===== config.mk =====
export PLATFORM = sky130hd
export DESIGN_NAME = ecgcm_sqrt_cell
export DESIGN_NICKNAME = d
export VERILOG_FILES = /design/src/rtl/ecgcm_pkg.sv /design/src/rtl/ecgcm_sqrt_cell.sv
export SDC_FILE = /design/constraint.sdc
export NUM_CORES = 1
export LEC_CHECK = 0
export ABC_AREA = 1
export BUFFER_PORTS_ARGS = -buffer_cell sky130_fd_sc_hd__buf_4
export CAP_MARGIN = 10
export CORE_MARGIN = 5
export CORE_UTILIZATION = 52
export CTS_BUF_LIST = sky130_fd_sc_hd__clkbuf_4 sky130_fd_sc_hd__clkbuf_8 sky130_fd_sc_hd__clkbuf_16
export DETAILED_ROUTE_END_ITERATION = 16
export GPL_ROUTABILITY_DRIVEN = 1
export HOLD_SLACK_MARGIN = 0.06
export PLACE_DENSITY = 0.83
export SYNTH_ARGS = -nofsm -noshare
export SYNTH_HDL_FRONTEND = slang
export SYNTH_SLANG_ARGS = --single-unit

===== constraint.sdc =====
create_clock -name clk -period 4.5 [get_ports clk]
set_input_delay 0 -clock clk [delete_from_list [all_inputs] [get_ports clk]]
set_output_delay 0 -clock clk [all_outputs]
set_load 0.02 [all_outputs]

===== src/rtl/ecgcm_pkg.sv =====
`timescale 1ns / 1ps
`default_nettype none
package ecgcm_pkg;

  localparam int ITER_CAP = 4096;
  localparam int NPAL     = 4;
  localparam int NSTOP    = 7;

  localparam logic REG_PALETTE = 1'b0;
  localparam logic REG_LIMIT   = 1'b1;

  localparam logic [31:0] BLACK_PIXEL = 32'hFF00_0000;

  typedef logic [1:0] pal_t;
  typedef logic [2:0] seg_t;

  // Control that travels alongside the data through every cell.
  typedef struct packed {
    logic valid;
    logic black;
    pal_t pal;
    seg_t seg;
  } side_t;

  // Stop positions in Q1.16, 65536 meaning the end of the gradient.
  localparam logic [16:0] STOP_POS [NPAL][NSTOP] = '{
    '{17'd0, 17'd9830,  17'd22938, 17'd36045, 17'd49152, 17'd58982, 17'd65536},
    '{17'd0, 17'd13107, 17'd29491, 17'd45875, 17'd57672, 17'd65536, 17'd65536},
    '{17'd0, 17'd10486, 17'd21627, 17'd32768, 17'd43254, 17'd54395, 17'd65536},
    '{17'd0, 17'd65536, 17'd65536, 17'd65536, 17'd65536, 17'd65536, 17'd65536}
  };

  // Stop colours as red, green, blue.
  localparam logic [7:0] STOP_RGB [NPAL][NSTOP][3] = '{
    '{'{8'd0, 8'd0, 8'd4}, '{8'd32, 8'd12, 8'd74}, '{8'd120, 8'd28, 8'd109},
      '{8'd205, 8'd60, 8'd79}, '{8'd246, 8'd133, 8'd41}, '{8'd252, 8'd214, 8'd106},
      '{8'd255, 8'd255, 8'd235}},
    '{'{8'd2, 8'd4, 8'd24}, '{8'd12, 8'd44, 8'd92}, '{8'd26, 8'd108, 8'd160},
      '{8'd88, 8'd180, 8'd208}, '{8'd176, 8'd226, 8'd233}, '{8'd245, 8'd253, 8'd255},
      '{8'd245, 8'd253, 8'd255}},
    '{'{8'd8, 8'd0, 8'd32}, '{8'd60, 8'd12, 8'd140}, '{8'd20, 8'd90, 8'd200},
      '{8'd20, 8'd170, 8'd130}, '{8'd190, 8'd200, 8'd40}, '{8'd230, 8'd90, 8'd40},
      '{8'd255, 8'd235, 8'd220}},
    '{'{8'd0, 8'd0, 8'd0}, '{8'd255, 8'd255, 8'd255}, '{8'd255, 8'd255, 8'd255},
      '{8'd255, 8'd255, 8'd255}, '{8'd255, 8'd255, 8'd255}, '{8'd255, 8'd255, 8'd255},
      '{8'd255, 8'd255, 8'd255}}
  };

endpackage
`default_nettype wire


===== src/rtl/ecgcm_sqrt_cell.sv =====
`timescale 1ns / 1ps
`default_nettype none
module ecgcm_sqrt_cell (
  input  wire logic               clk,
  input  wire logic               rst_n,
  input  wire logic               adv,
  input  wire ecgcm_pkg::side_t   side_i,
  input  wire logic [31:0]        v_i,
  input  wire logic [18:0]        rem_i,
  input  wire logic [15:0]        root_i,
  output ecgcm_pkg::side_t        side_o,
  output logic [31:0]             v_o,
  output logic [18:0]             rem_o,
  output logic [15:0]             root_o
);
  import ecgcm_pkg::*;

  side_t       side_r;
  logic [31:0] v_r;
  logic [18:0] rem_r, rem_nxt;
  logic [15:0] root_r, root_nxt;
  logic [18:0] cur, trial;
  logic        ge;

  // One digit of the root: bring down two bits, try (root*4 + 1).
  always_comb begin
    cur      = {rem_i[16:0], v_i[31:30]};
    trial    = {1'b0, root_i, 2'b01};
    ge       = cur >= trial;
    rem_nxt  = ge ? 19'(cur - trial) : cur;
    root_nxt = {root_i[14:0], ge};
  end

  always_ff @(posedge clk) begin
    if (!rst_n) begin
      side_r <= '0;
    end else if (adv) begin
      side_r <= side_i;
    end
  end

  always_ff @(posedge clk) begin
    if (adv) begin
      v_r    <= {v_i[29:0], 2'b00};
      rem_r  <= rem_nxt;
      root_r <= root_nxt;
    end
  end

  assign side_o = side_r;
  assign v_o    = v_r;
  assign rem_o  = rem_r;
  assign root_o = root_r;

endmodule
`default_nettype wire


; Word-level counts from Yosys, hierarchy flattened
; Index checks and enable logic that the tools add are counted.
[totals]
word_cells = 10
in_bits = 77
output_inout_bits = 74
ff_bits = 72
[classes]
n_lt_le_gt_ge = 1
add_sub_neg = 1
muxes = 1
[ops]
columns = cell, n
row1 = greater-or-equal comparator 19 x 18 -> 1 bit, 1
row2 = 2-to-1 mux 19 bit, 1
row3 = subtractor 19 x 18 -> 19 bit, 1

; Logic depth before layout (Yosys ltp)
[logic_depth]
ltp_word = 2
depth_mapped = 14
mapped_depth_nobuf = 13

; Least setup slack after synthesis
; OpenSTA, ideal clock, no wires.
[synth_timing]
path_kind = input-to-reg
start = input root_i[6]
end = register rem_r[11], in the netlist rem_o[11], data pin
t_arrival_ns = 1.217
setup_slack_ns = 3.030
setup_ns = 0.252
stages = 12
path_cell_list = inv_1 > ha_1 > nand2_1 > inv_2 > nand2_2 > nor2_2 > nand3_1 > nand4_4 > inv_6 > buf_12 > nand2_1 > nand2_1
[synth_via]
elab_chain_len = 2
[synth_rtl]
columns = item, line_no
row1 = from (decl), ecgcm_sqrt_cell.sv:10  ; input wire logic [15:0] root_i,
row2 = subtractor 19 x 18 -> 19 bit / greater-or-equal comparator 19 x 18 -> 1 bit (equally long branches), "ecgcm_sqrt_cell.sv:30, ecgcm_sqrt_cell.sv:29"
row3 = 2-to-1 mux 19 bit (*), ecgcm_sqrt_cell.sv:30  ; rem_nxt = ge ? 19'(cur - trial) : cur;
row4 = via rem_nxt[11], ecgcm_sqrt_cell.sv:20  ; logic [18:0] rem_r, rem_nxt;
row5 = to (signal assigned), ecgcm_sqrt_cell.sv:45  ; rem_r <= rem_nxt;
row6 = to (decl), ecgcm_sqrt_cell.sv:20
; Mark *: on every way through the listed nets, which the timed path passes. The rest lies on a longest branch.
; A chain may end at the register's enable or synchronous reset.

; Final worst setup path
[layout_timing]
start = input rem_i[12]
end = register rem_r[8], in the netlist rem_o[8], data pin
[layout_via]
elab_chain_len = 2
[layout_rtl]
columns = item, line_no
row1 = from (decl), ecgcm_sqrt_cell.sv:9  ; input wire logic [18:0] rem_i,
row2 = greater-or-equal comparator 19 x 18 -> 1 bit, ecgcm_sqrt_cell.sv:29  ; ge = cur >= trial;
row3 = 2-to-1 mux 19 bit, ecgcm_sqrt_cell.sv:30
row4 = via rem_nxt[8], ecgcm_sqrt_cell.sv:20
; The timed path passes the listed nets, and every way through them passes these cells.

==> results.md <==
* Status: completed
* Initial antenna violation count at 1
* Die Span X at between 90 and 100 um
* Initial DRC Count at slightly below 600
* YS warnings at 0
* Mapped Cells at 407
* Synth area leader: edfxtp_1
* Worst-path cell chain: dlygate4sd3_1, buf_4, ha_1, a21oi_1, nand2_1, a21oi_2, nand4_4, inv_6, nand2_2, nand2_1
* Die ar. at approximately 0.0090 mm2
* FP Rows at 31
* Hold Crit Class: input port to flip-flop
* Seq pwr share at a little over two fifths
* CORE AREA at around 0.0071 mm2
* Layout cells sized above 1 at between 20% and 30%
* Pre-antenna DRT Iters at 8
* Area of the multi-input gates at 0.00136 mm2
* Die Span Y at approximately 95 um
* Max cap viols at 0
* Worst Setup End Kind: flip-flop
* Sw power at ~0.65 mW
* RSZ-0062 raised after global routing: false
* Mean post-synth cell area at around 9.2 um2
* Antenna viol nets, final at 0
* Cell area power density at between 300 and 400 mW/mm2
* Synth area leaders: edfxtp_1 52%, nand2_1 14%, ha_1 6.0%, inv_1 5.8%, dfxtp_1 3.7%
* Ant diodes at 0
* Vias in the first global route at approximately 4200
* Fin nets at ~730
* Sequential cell area at roughly 0.0021 mm2
* CTS tree: done
* Most frequent cells in the layout: 146 x buf_4, 135 x nand2_1, 76 x dlygate4sd3_1
* CP Launch Type: input port
* Clock power share at a little over a quarter
* Grt ovf at 0
* Slowest cell on the critical path: dlygate4sd3_1
* Seq cells post-synth at between 70 and 80
* Post-CTS Setup Bufs at 0
* Commonest non-fill, non-tap cell in the layout: buf_4
* Final Skew at 0 ns
* WS Path Type: input port to flip-flop
* CTS max path bufs at 2
* Final Wtd Congestion at just over 0.9
* # clock sinks at 72
* Insertion delay of the later-clocked pin in the worst-skew pair at around 0.36 ns
* Pleak at 2.86 nW
* Slew margin rel. at approximately two fifths
* Slew @ Worst Pin at 0.926 ns
* H-tree depth at 3
* Fin util at between 80 and 90%
* Max rail drop VDD at 0.193 mV
* P&R area growth vs syn at 56.5%
* Post-synth cell types at 28
* I/O Pins at between 150 and 200
* DR WL/cell at between 20 and 25 um
* CP Max Fanout at 21
* Reg clk slew, reported paths at approximately 0.09 ns
* Final Critical Period at about 2.4 ns
* Register area share after synthesis at 55.8%
* Final period util at a little over half
* Slew Viols, Final at 0
* Final setup fails at 0
* Worst reg-to-reg setup slack at between 3 and 4 ns
* Setup TNS at 0 ns
* Number of CTS-inserted buffers at 9
* Gr usage total at around 35%
* Post-synth top area share at a little over half
* Clk Tree Root Cell: clkbuf_8
* Final Routed Wirelength at around 16 mm
* Critical Path AT at between 2 and 3 ns
* Crit-path most repeated cell: nand2_1
* Total Power at around 1.9 mW
* Final HPWL DP at approximately 8 mm
* FILL cells at approximately 360
* Largest net degree at the start of global routing at 74
* Via density at ~5.7
* Initial core utilization at a little over half
* Final Hold Viols at 0
* Post-route insts no fill at 740
* First-pass GRT wire length at 23.5 mm
* Sw Share at between 30% and 40%
* Cell Area, Synth at between 0.003 and 0.004 mm2
* CP Data Required Time at about 4.7 ns
* Fmax at between 400 and 500 MHz
* Vias at 4217
* Cells after DPL at ~650
* Comb pwr share at 29.6%
* Int Pwr at 1.28 mW
* Crit path largest cell delay at 0.53 ns
* Input/output buffers at ~150
* Post-route DRC at 0
==> final timing paths <==
path         cells past startpoint      start        end
max reg2reg                      3  side_o[0]  side_o[0]
min reg2reg                      3  side_o[5]  side_o[5]
max                             10  rem_i[12]   rem_o[8]
min                              3  rem_i[16]  rem_o[18]
==> kinds of logic (layout without fill, tap and decap cells) <==
logic type,Yosys count,after routing,share of synthesized area (%)
flops,72,72,55.8
other cells,1,2,0.100
buf+inv,68,301,7.98
compound gates,24,24,3.84
fa+ha+maj,18,18,6.01
simple gates,214,214,23.9
xor+xnor,10,10,2.34
==> cells in the mapped netlist (all sizes together) <==
cell type and n:
a21oi 12, and2 2, buf 5, conb 1, dfxtp 7, edfxtp 65, ha 18, inv 63
nand2 142, nand3 24, nand3b 2, nand4 2, nor2 39, nor3 3, o21ai 10, o21bai 2
xnor2 2, xor2 8
==> worst max-delay path, delay by kind of cell <==
| kind | cells | cell delay, ns |
|---|---|---|
| and+or+nand+nor | 4 | 0.77 |
| AOI/OAI and AO/OA | 2 | 0.49 |
| adders and majority gates | 1 | 0.38 |
| buffers and inverters | 3 | 0.99 |
==> through the flow <==
stage | instance area [um2] | hold slack (ns) | setup slack [ns]
after floorplan | 3750 | 0.0989 | 3.03
after global placement | 4910 | 0.179 | 2.56
after detailed placement | 4910 | 0.180 | 2.55
after CTS | 5870 | 0.0693 | 2.32
after global routing | 5870 | 0.0835 | 1.97
final | 5870 | 0.0653 | 2.05
==> sequential cells by signal, summed over array words and instances, names as in the netlist <==
name / flops
rem_o: 19
root_o: 16
side_o: 7
v_o: 30
==> repair_timing <==
item | CTS | global route
resized for setup | 0 | 0
hold buffers | 76 | 0
endpoints found under the setup margin | 0 | 0
endpoints found under the hold margin | 69 | 0
==> layer usage <==
metal / vias up / wire [um] / global-route usage, %
met4: 2 / 915 / 19.5
met1: 1896 / 5400 / 39.9
li1: 1760 / - / -
met3: 107 / 2250 / 11.6
met5: - / 13 / 0
met2: 452 / 7330 / 59.2
==> final cells by class <==
cell class	instances	area share, %
sequential	72	35.7
timing repair buffer	222	31.7
multi-input combinational	268	23.2
inverter	63	4.12
clock buffer	10	2.54
tap	99	2.11
clock inverter	6	0.704
==> power by group through the flow <==
stage | Clock, mW | Sequential [mW] | Combinational (mW)
finish | 0.516 | 0.839 | 0.571
CTS | 0.484 | 0.826 | 0.516
floorplan | 0 | 0.922 | 0.177
global route | 0.542 | 0.842 | 0.597
global placement | 0 | 0.836 | 0.447
detailed placement | 0 | 0.840 | 0.457
Power figures use the tool's default switching activity.
