$ cat src/rtl/ecgcm_pkg.sv
`timescale 1ns / 1ps
`default_nettype none
package ecgcm_pkg;

  localparam int ITER_CAP = 4096;
  localparam int NPAL     = 4;
  localparam int NSTOP    = 7;

  localparam logic REG_PALETTE = 1'b0;
  localparam logic REG_LIMIT   = 1'b1;

  localparam logic [31:0] BLACK_PIXEL = 32'hFF00_0000;

  typedef logic [1:0] pal_t;
  typedef logic [2:0] seg_t;

  // Control that travels alongside the data through every cell.
  typedef struct packed {
    logic valid;
    logic black;
    pal_t pal;
    seg_t seg;
  } side_t;

  // Stop positions in Q1.16, 65536 meaning the end of the gradient.
  localparam logic [16:0] STOP_POS [NPAL][NSTOP] = '{
    '{17'd0, 17'd9830,  17'd22938, 17'd36045, 17'd49152, 17'd58982, 17'd65536},
    '{17'd0, 17'd13107, 17'd29491, 17'd45875, 17'd57672, 17'd65536, 17'd65536},
    '{17'd0, 17'd10486, 17'd21627, 17'd32768, 17'd43254, 17'd54395, 17'd65536},
    '{17'd0, 17'd65536, 17'd65536, 17'd65536, 17'd65536, 17'd65536, 17'd65536}
  };

  // Stop colours as red, green, blue.
  localparam logic [7:0] STOP_RGB [NPAL][NSTOP][3] = '{
    '{'{8'd0, 8'd0, 8'd4}, '{8'd32, 8'd12, 8'd74}, '{8'd120, 8'd28, 8'd109},
      '{8'd205, 8'd60, 8'd79}, '{8'd246, 8'd133, 8'd41}, '{8'd252, 8'd214, 8'd106},
      '{8'd255, 8'd255, 8'd235}},
    '{'{8'd2, 8'd4, 8'd24}, '{8'd12, 8'd44, 8'd92}, '{8'd26, 8'd108, 8'd160},
      '{8'd88, 8'd180, 8'd208}, '{8'd176, 8'd226, 8'd233}, '{8'd245, 8'd253, 8'd255},
      '{8'd245, 8'd253, 8'd255}},
    '{'{8'd8, 8'd0, 8'd32}, '{8'd60, 8'd12, 8'd140}, '{8'd20, 8'd90, 8'd200},
      '{8'd20, 8'd170, 8'd130}, '{8'd190, 8'd200, 8'd40}, '{8'd230, 8'd90, 8'd40},
      '{8'd255, 8'd235, 8'd220}},
    '{'{8'd0, 8'd0, 8'd0}, '{8'd255, 8'd255, 8'd255}, '{8'd255, 8'd255, 8'd255},
      '{8'd255, 8'd255, 8'd255}, '{8'd255, 8'd255, 8'd255}, '{8'd255, 8'd255, 8'd255},
      '{8'd255, 8'd255, 8'd255}}
  };

endpackage
`default_nettype wire

$ cat src/rtl/ecgcm_div_cell.sv
`timescale 1ns / 1ps
`default_nettype none
module ecgcm_div_cell (
  input  wire logic               clk,
  input  wire logic               rst_n,
  input  wire logic               adv,
  input  wire ecgcm_pkg::side_t   side_i,
  input  wire logic [16:0]        rem_i,
  input  wire logic [16:0]        div_i,
  input  wire logic [31:0]        quo_i,
  output ecgcm_pkg::side_t        side_o,
  output logic [16:0]             rem_o,
  output logic [16:0]             div_o,
  output logic [31:0]             quo_o
);
  import ecgcm_pkg::*;

  side_t       side_r;
  logic [16:0] rem_r, rem_nxt;
  logic [16:0] div_r;
  logic [31:0] quo_r, quo_nxt;
  logic [17:0] dbl;
  logic        ge;

  // One restoring step: shift a zero into the remainder, subtract if it fits.
  always_comb begin
    dbl     = {rem_i, 1'b0};
    ge      = dbl >= {1'b0, div_i};
    rem_nxt = ge ? 17'(dbl - {1'b0, div_i}) : dbl[16:0];
    quo_nxt = {quo_i[30:0], ge};
  end

  always_ff @(posedge clk) begin
    if (!rst_n) begin
      side_r <= '0;
    end else if (adv) begin
      side_r <= side_i;
    end
  end

  always_ff @(posedge clk) begin
    if (adv) begin
      rem_r <= rem_nxt;
      div_r <= div_i;
      quo_r <= quo_nxt;
    end
  end

  assign side_o = side_r;
  assign rem_o  = rem_r;
  assign div_o  = div_r;
  assign quo_o  = quo_r;

endmodule
`default_nettype wire

$ cat config.mk
export PLATFORM = sky130hd
export DESIGN_NAME = ecgcm_div_cell
export DESIGN_NICKNAME = d
export VERILOG_FILES = /design/src/rtl/ecgcm_pkg.sv /design/src/rtl/ecgcm_div_cell.sv
export SDC_FILE = /design/constraint.sdc
export NUM_CORES = 1
export LEC_CHECK = 0
export ABC_AREA = 1
export ABC_CLOCK_PERIOD_IN_PS = 1400
export BUFFER_PORTS_ARGS = -buffer_cell sky130_fd_sc_hd__buf_2
export CAP_MARGIN = 10
export CORE_AREA = 2 2 114 116
export CTS_BUF_LIST = sky130_fd_sc_hd__clkbuf_8
export CTS_CLUSTER_DIAMETER = 120
export CTS_CLUSTER_SIZE = 12
export DETAILED_ROUTE_END_ITERATION = 8
export DIE_AREA = 0 0 116 118
export PLACE_DENSITY = 0.51
export SLEW_MARGIN = 25
export SYNTH_ARGS = -nofsm -noshare
export SYNTH_HDL_FRONTEND = slang
export SYNTH_SLANG_ARGS = --single-unit
$ cat constraint.sdc
create_clock -name clk -period 1.4 [get_ports clk]
set_input_delay 0 -clock clk [delete_from_list [all_inputs] [get_ports clk]]
set_output_delay 0 -clock clk [all_outputs]
set_load 0.02 [all_outputs]
# Word-level counts from Yosys, hierarchy flattened
# Index checks and enable logic that the tools add are counted.
op_classes:
  n_addsub: 1
  n_mul: 0
  n_div: 0
  n_lt_le_gt_ge: 1
  n_eq_ne: 0
  n_shift: 0
  mux: 1
  bitwise_logic: 0
  n_reduce_logical: 0
op_table:
  columns: ["op", "count"]
  rows:
  - [">= comparator 18 x 17 -> 1 bit", 1]
  - ["2-to-1 mux 17 bit", 1]
  - ["subtractor 17 bit", 1]
word_totals:
  ff_bits: 73
  latchBits: 0
  ramBits: 0
  mem_bits_ro: 0
  in_bits: 76
  output_inout_bits: 73
  elab_cells: 11
  mem_count: 0

# Logic depth before layout (Yosys ltp)
# Gate-level depths: netlist of the first run.
depth:
  word_depth: 2
  depth_mapped: 14
  ltp_nobuf: 13

# Worst setup path before layout of the first run
# Ideal clock, no wire load.
synth_timing:
  kind: "input-to-reg"
  from: "input rem_i[0]"
  to: "register rem_r[14] (netlist: rem_o[14]), data pin"
  setup_ns: 0.253
  t_arrival_ns: 1.209
  t_required_ns: 1.147
  path_slack_ns: -0.062
  path_stages: 11
  path_buffers: 1
  cell_sequence: "inv_1 > fa_1 > inv_1 > nand3_1 > nand3_2 > nand2_2 > nand2_4 > inv_4 > buf_6 > nand2_2 > nand2_1"
synth_between:
  elab_chain_len: 2
  elab_cells_between_ends: 3
  cone_classes: "add/sub: 1; order compare: 1; mux: 1"
synth_lines:
  columns: ["item", "line", "rtl"]
  rows:
  - ["from (decl)", "ecgcm_div_cell.sv:8", "input wire logic [16:0] rem_i,"]
  - ["subtractor 17 bit / >= comparator 18 x 17 -> 1 bit (equally long branches)", "ecgcm_div_cell.sv:29, ecgcm_div_cell.sv:28", null]
  - ["2-to-1 mux 17 bit (*)", "ecgcm_div_cell.sv:29", "rem_nxt = ge ? 17'(dbl - {1'b0, div_i}) : dbl[16:0];"]
  - ["via rem_nxt[14]", "ecgcm_div_cell.sv:19", "logic [16:0] rem_r, rem_nxt;"]
  - ["to (signal assigned)", "ecgcm_div_cell.sv:43", "rem_r <= rem_nxt;"]
  - ["to (decl)", "ecgcm_div_cell.sv:19", null]
# Mark *: on every way through the listed nets, which the timed path passes. The rest lies on a longest branch.
# A chain may end at the register's enable or synchronous reset.

# Worst setup path in the final report of the first run
layout_timing:
  from: "input rem_i[0]"
  to: "register rem_r[16] (netlist: rem_o[16]), data pin"
# The elaborated chain is that of the path after synthesis.

==> metrics.md, run 1 <==
| Metric | Value |
|---|---|
| Outcome | `finished clean` |
| Final setup viols | `0` |
| Slew HR | `about 82%` |
| P per Cell Area | `~1000 nW/µm²` |
| GP Congestion | `0.8081` |
| Die Y | `between 100 and 150 µm` |
| Max-cap violations | `0` |
| DR WL/cell | `approximately 13 µm` |
| Mux share of post-synthesis cell area | `0%` |
| Core box area | `~12000 µm²` |
| Post-synth net total | `471` |
| Tcrit/Tclk final | `86.78%` |
| Power share of the combinational group | `25.7%` |
| Top Ports | `149` |
| Clk slew on worst S/H paths | `0.08 ns` |
| Post-Synth Simple-Gate Area | `approximately a quarter` |
| CTS tree | `done` |
| Hold Worst Slack | `0.01878 ns` |
| Post-synthesis sequential area ratio | `58.44%` |
| Initial antenna violation count | `0` |
| Final total negative setup slack | `0 ns` |
| Most frequent cells in the layout | `buf_2, nand2_1, dlygate4sd3_1` |
| Site Rows | `41` |
| Grt total ovfl | `0` |
| First-pass GRT wire length | `about 16 mm` |
| Die Wd | `116 µm` |
| Worst path required time | `1.52 ns` |
| Startpoint Class | `input port` |
| Total number of vias | `around 3400` |
| Clk Latency, worst-skew pair | `0.35 ns` |
| Crit path max fanout | `4` |
| Pin count of the biggest net entering global routing | `35` |
| Area Overhead vs Synth | `65.95%` |
| # DRC | `0` |
| Internal power | `0.004527 W` |
| Leakage power | `around 3 nW` |
| Final hold vios | `0` |
| DP HPWL | `7.549 mm` |
| P_sw | `0.001792 W` |
| Vias in the first global route | `3407` |
| Post-synthesis instance total | `377` |
| Crit. End Element | `flip-flop` |
| DIE AREA | `13690 µm²` |
| Max Clk Rate | `between 0.8 and 0.9 GHz` |
| # nets final | `740` |
| Compound-Gate Fraction of Synth Area | `2.343%` |
| CTS Buffer Depth | `2` |
| Sequential share of power | `42.3%` |
| # fillers | `about 1200` |
| # diodes | `0` |
| Switching share of power | `28.36%` |
| Clk network pwr share | `32.0%` |
| Commonest non-fill, non-tap cell in the layout | `buf_2` |
| CP arrival | `1.33 ns` |
| Drt first pass iters | `4` |
| Synth cell types | `26` |
| DRT antenna net count | `0` |
| CTS root buf | `clkbuf_8` |
| Worst Setup Path Type | `in2reg` |
| Crit path time final | `1.215 ns` |
| Synthesized area per cell | `9.631 µm²` |
| Slew Limit Fails | `0` |
| Overall global routing resource usage | `15.45%` |
| Largest family of logic cells by synthesized area | `simple AND/OR/NAND/NOR gates` |
| H-tree depth | `3` |
| Clock Sinks | `73` |
| Number of synthesized register bits | `73` |
| Max VDD drop | `approximately 350 µV` |
| Clock Skews | `0 ns` |
| Initial Utilization | `about 29%` |
| DRT iter0 DRCs | `210` |
| IO Port Bufs | `147` |
| Yosys warns | `0` |
| Post-Syn Area | `3631 µm²` |
| Worst min-delay path class | `in2reg` |
| Synth Area in Adders | `6.409%` |
| Unrepaired setup endpoints after global routing | `no` |
| CTS Buf Count | `9` |
| Share of layout cells above drive strength 1 | `a little under two fifths` |
| DRT Wirelength | `between 10 and 15 mm` |
| Worst-margin pin slew | `0.2666 ns` |
| Post-synthesis xor/xnor area fraction | `1.688%` |
| Vias per inst | `4.112` |
cell families (layout without fill, tap and decap cells):
logic type                 after synthesis  count (layout)
AOI/OAI and AO/OA                       17              17
adders and majority gates               18              18
DFF                                     73              73
buffers and inverters                   68             342
and+or+nand+nor                        194             194
xor gates and xnor gates                 7               7
cells in the mapped netlist (all sizes together):
library cell  instances  area [µm²]
nand2               133       541.8
inv                  66       250.2
ha                   17       212.7
dfxtp                 7       140.1
and2                  1       6.260
nand4                 2       12.51
a21oi                 9       45.04
xnor2                 2       17.52
xor2                  5       43.79
fa                    1       20.02
nand3                18       95.09
edfxtp               66        1982
nand3b                4       30.03
o21ai                 8       40.04
or2                   2       12.52
buf                   2       22.52
nor2                 31       138.9
nor3                  3       20.02
power groups by stage:
stage / Combinational (W) / Sequential (W) / Clock (W)
after global placement: 0.00146 / 0.00272 / 0
after global routing: 0.00179 / 0.00269 / 0.00218
final: 0.00162 / 0.00267 / 0.00202
after detailed placement: 0.00147 / 0.00272 / 0
after floorplan: 0.000562 / 0.00299 / 0
after CTS: 0.00163 / 0.00267 / 0.00209
routing by layer:
metal	GRT usage (%)	part of all wire, %
met3	4.531	8.0
met5	0	0
met4	5.283	1.6
met1	18.60	44
met2	26.10	47
registers in the layout (all words and copies together) (netlist names):
name and cells:
quo_o 32, div_o 17, rem_o 17, side_o 7
through the flow:
step	cells	total power, W	area (µm²)	utilization, %	setup slack, ns
after global routing	823	0.006668	6026	48.54	0.02512
final	823	0.006319	6026	48.54	0.1851
after CTS	823	0.006392	6021	48.50	0.1409
after detailed placement	737	0.004193	5080	40.92	-0.2312
after global placement	737	0.004183	5080	40.92	-0.2288
after floorplan	377	0.003552	3805	-	0.002562
final timing paths:
check | startpoint | to | slack [ns] | cells past startpoint
setup / recovery | rem_i[0] | rem_o[16] | 0.19 | 13
hold / removal | rem_i[1] | rem_o[2] | 0.02 | 4
setup reg to reg | side_o[0] | side_o[0] | 0.19 | 3
hold reg to reg | side_o[5] | side_o[5] | 1.05 | 3
what timing repair did:
action / CTS / global route
endpoints found under the setup margin: 0 / 1
setup buffers: 0 / 0
hold endpoints to repair: 63 / 0
gates resized for setup: 0 / 2
hold buffers: 70 / 0
worst max-delay path, stage by stage:
cell	delay [ns]
buf_2	0.09
inv_1	0.06
fa_2	0.39
inv_1	0.10
nand3_1	0.08
nand2_2	0.11
nand2_1	0.06
nand2_1	0.13
nand2_1	0.09
nand2_1	0.06
nand2_1	0.04
nand3_1	0.07
nand2_1	0.05
cell type report:
cell class              instances  area (µm²)  area share (%)
clock buffers                   9       123.9           2.056
clock inverters                 7       116.4           1.931
inverters                      66       250.2           4.153
multi-input cells             236        1411           23.42
flip-flops and latches         73        2122           35.22
well taps                     172       215.2           3.571
repair buffers                260        1787           29.65
No activity file was read; power rests on OpenSTA's default activity.
==> run 2, diff against run 1 <==
==> constraint.sdc (replaced) <==
create_clock -name clk -period 1.4 [get_ports clk]
set_input_delay 0.21 -clock clk [delete_from_list [all_inputs] [get_ports clk]]
set_output_delay 0.21 -clock clk [all_outputs]
set_load 0.02 [all_outputs]
==> run 2 against run 1 <==
Effect of this change: hold slack improved by 0.011 ns; critical endpoint is now rem_o[12]; the flow now finishes with violations (setup timing); first-iteration DRC count is 7.1% lower; sequential power about the same; design area fell by 5.9%; critical path depth decreased by 1; largest power group unchanged; total power grew 0.55%; global-route usage shrank 1.3 points; highest routed layer unchanged; setup slack worse by 0.20 ns.
==> metrics.md, run 2 (synthesized netlist as in run 1, its figures left out) <==
| Metric | Value |
|---|---|
| Outcome | `finished with violations` |
| Failing checks | `setup timing` |
| GRT Max-Usage Layer | `met2` |
| Vias per inst | `4.217` |
| IO Port Bufs | `between 100 and 150` |
| Clock Sinks | `73` |
| # DRC | `0` |
| CP max stage cell | `ha_4` |
| Site Rows | `41` |
| # nets final | `673` |
| Worst path cell trace | `buf_8, inv_4, ha_4, a21oi_4, nor2_1, nor2_1, nand2_1, nor2_2, nand2_4, buf_8, nand3_2, nand2_1` |
| Initial antenna violation count | `0` |
| Clk slew on worst S/H paths | `0.08 ns` |
| Die Y | `118 µm` |
| Worst path max stage delay | `about 0.21 ns` |
| DIE AREA | `13690 µm²` |
| Pin count of the biggest net entering global routing | `23` |
| Max Clk Rate | `0.7077 GHz` |
| Worst-margin pin slew | `between 0.2 and 0.3 ns` |
| CTS root buf | `clkbuf_8` |
| Final WS setup | `-0.01310 ns` |
| GP Congestion | `0.8531` |
| CP arrival | `around 1.5 ns` |
| Routing usage on met1 | `16.75%` |
| Worst Setup Path Type | `in2reg` |
| Initial Utilization | `between 20% and 30%` |
| DRT antenna net count | `0` |
| DR WL/cell | `12.94 µm` |
| CTS Buf Count | `9` |
| Commonest non-fill, non-tap cell in the layout | `buf_2` |
| Max-cap violations | `0` |
| CTS Hold Bufs | `0` |
| Met2 Use GR | `23.72%` |
| Total number of vias | `between 3000 and 4000` |
| Drt first pass iters | `4` |
| Overall global routing resource usage | `14.14%` |
| Final hold vios | `0` |
| Finished Layout Cells | `756` |
| Die Wd | `116 µm` |
| CTS tree | `done` |
| P per Cell Area | `1120 nW/µm²` |
| Max reg flops | `32` |
| First-pass GRT wire length | `roughly 15 mm` |
| DRT Wirelength | `between 9 and 10 mm` |
| Clk Latency, worst-skew pair | `0.35 ns` |
| Grt total ovfl | `0` |
| CP top delay family | `simple AND/OR/NAND/NOR gates` |
| Core box area | `12410 µm²` |
| Post-route cell area | `between 5000 and 6000 µm²` |
| Crit. End Element | `flip-flop` |
| Clock Skews | `0 ns` |
| Tcrit/Tclk final | `100.9%` |
| Most frequent cells in the layout | `buf_2, nand2_1, edfxtp_1` |
| DP HPWL | `7.588 mm` |
| Share of layout cells above drive strength 1 | `53.94%` |
| Final setup viols | `1` |
| Area Overhead vs Synth | `56.20%` |
| Slew Limit Fails | `0` |
| Max VDD drop | `392.2 µV` |
| Post-layout util | `between 40% and 50%` |
| Slew HR | `80.03%` |
| Crit path max fanout | `8` |
| GR Util met3 | `roughly 4.4%` |
| CTS Buffer Depth | `2` |
| # placed instances | `735` |
| DRT iter0 DRCs | `195` |
| Buffers & Inverters on Critical Path | `3` |
| Top Ports | `approximately 150` |
| Worst path required time | `1.51 ns` |
| Post-DP Area | `between 5000 and 6000 µm²` |
| Leakage power | `2.735 nW` |
| Worst min-delay path class | `in2reg` |
| H-tree depth | `3` |
| Unrepaired setup endpoints after global routing | `yes` |
| Vias in the first global route | `3146` |
| Crit path time final | `1.413 ns` |
| Startpoint Class | `input port` |
| # diodes | `0` |
run 2: cell types whose count changed in the layout (fill, tap and decap cells not counted), moves of 13 or more:
cell	delta
dlygate4sd3_1	-70
nand2_1	-25
nand2_2	+20
inv_1	-17
inv_2	+13
run 2: final timing paths:
| kind | cells after the start | from | endpoint | slack (ns) |
|---|---|---|---|---|
| worst max-delay path | 12 | div_i[15] | rem_o[12] | -0.01 |
| worst min-delay path | 1 | quo_i[21] | quo_o[22] | 0.03 |
| worst max register to register | 2 | side_o[5] | side_o[5] | 0.76 |
| worst min register to register | 2 | side_o[3] | side_o[3] | 0.51 |
run 2: per-stage QoR:
| step | total power, W | worst slack [ns] | hold WS, ns | setup TNS [ns] |
|---|---|---|---|---|
| after floorplan | 0.003600 | -0.1930 | 0.3089 | -2.264 |
| after global placement | 0.004216 | -0.4297 | 0.3870 | -7.053 |
| after detailed placement | 0.004229 | -0.4533 | 0.3883 | -7.403 |
| after CTS | 0.006307 | 0.001483 | 0.01104 | 0 |
| after global routing | 0.006693 | -0.05018 | 0.005346 | -0.5008 |
| final | 0.006353 | -0.01310 | 0.02954 | -0.01310 |
run 2: final cells by class:
cell class / count / area, µm²
inverter: 66 / 285.3
sequential: 73 / 2122
multi-input combinational: 236 / 1634
fill: 1239 / 6743
clock buffer: 9 / 123.9
clock inverter: 7 / 117.6
tap: 172 / 215.2
timing repair buffer: 193 / 1174
run 2: repair_timing:
action,4_1_cts,5_1_grt
setup buffers,0,5
gates cloned,0,0
gates resized for setup,6,64
pin swaps,2,21
setup endpoints to repair,17,17
run 2: report_power, final:
group,internal (W),switching [W]
logic,0.000690,0.000956
clock network,0.00119,0.000853
registers,0.00261,0.0000516
run 2: per-layer routing:
| metal | part of all wire [%] | up-vias |
|---|---|---|
| met5 | 0 | - |
| met4 | 1.8 | 0 |
| met3 | 9.3 | 10 |
| met2 | 47 | 124 |
| met1 | 42 | 1448 |
| li1 | - | 1606 |
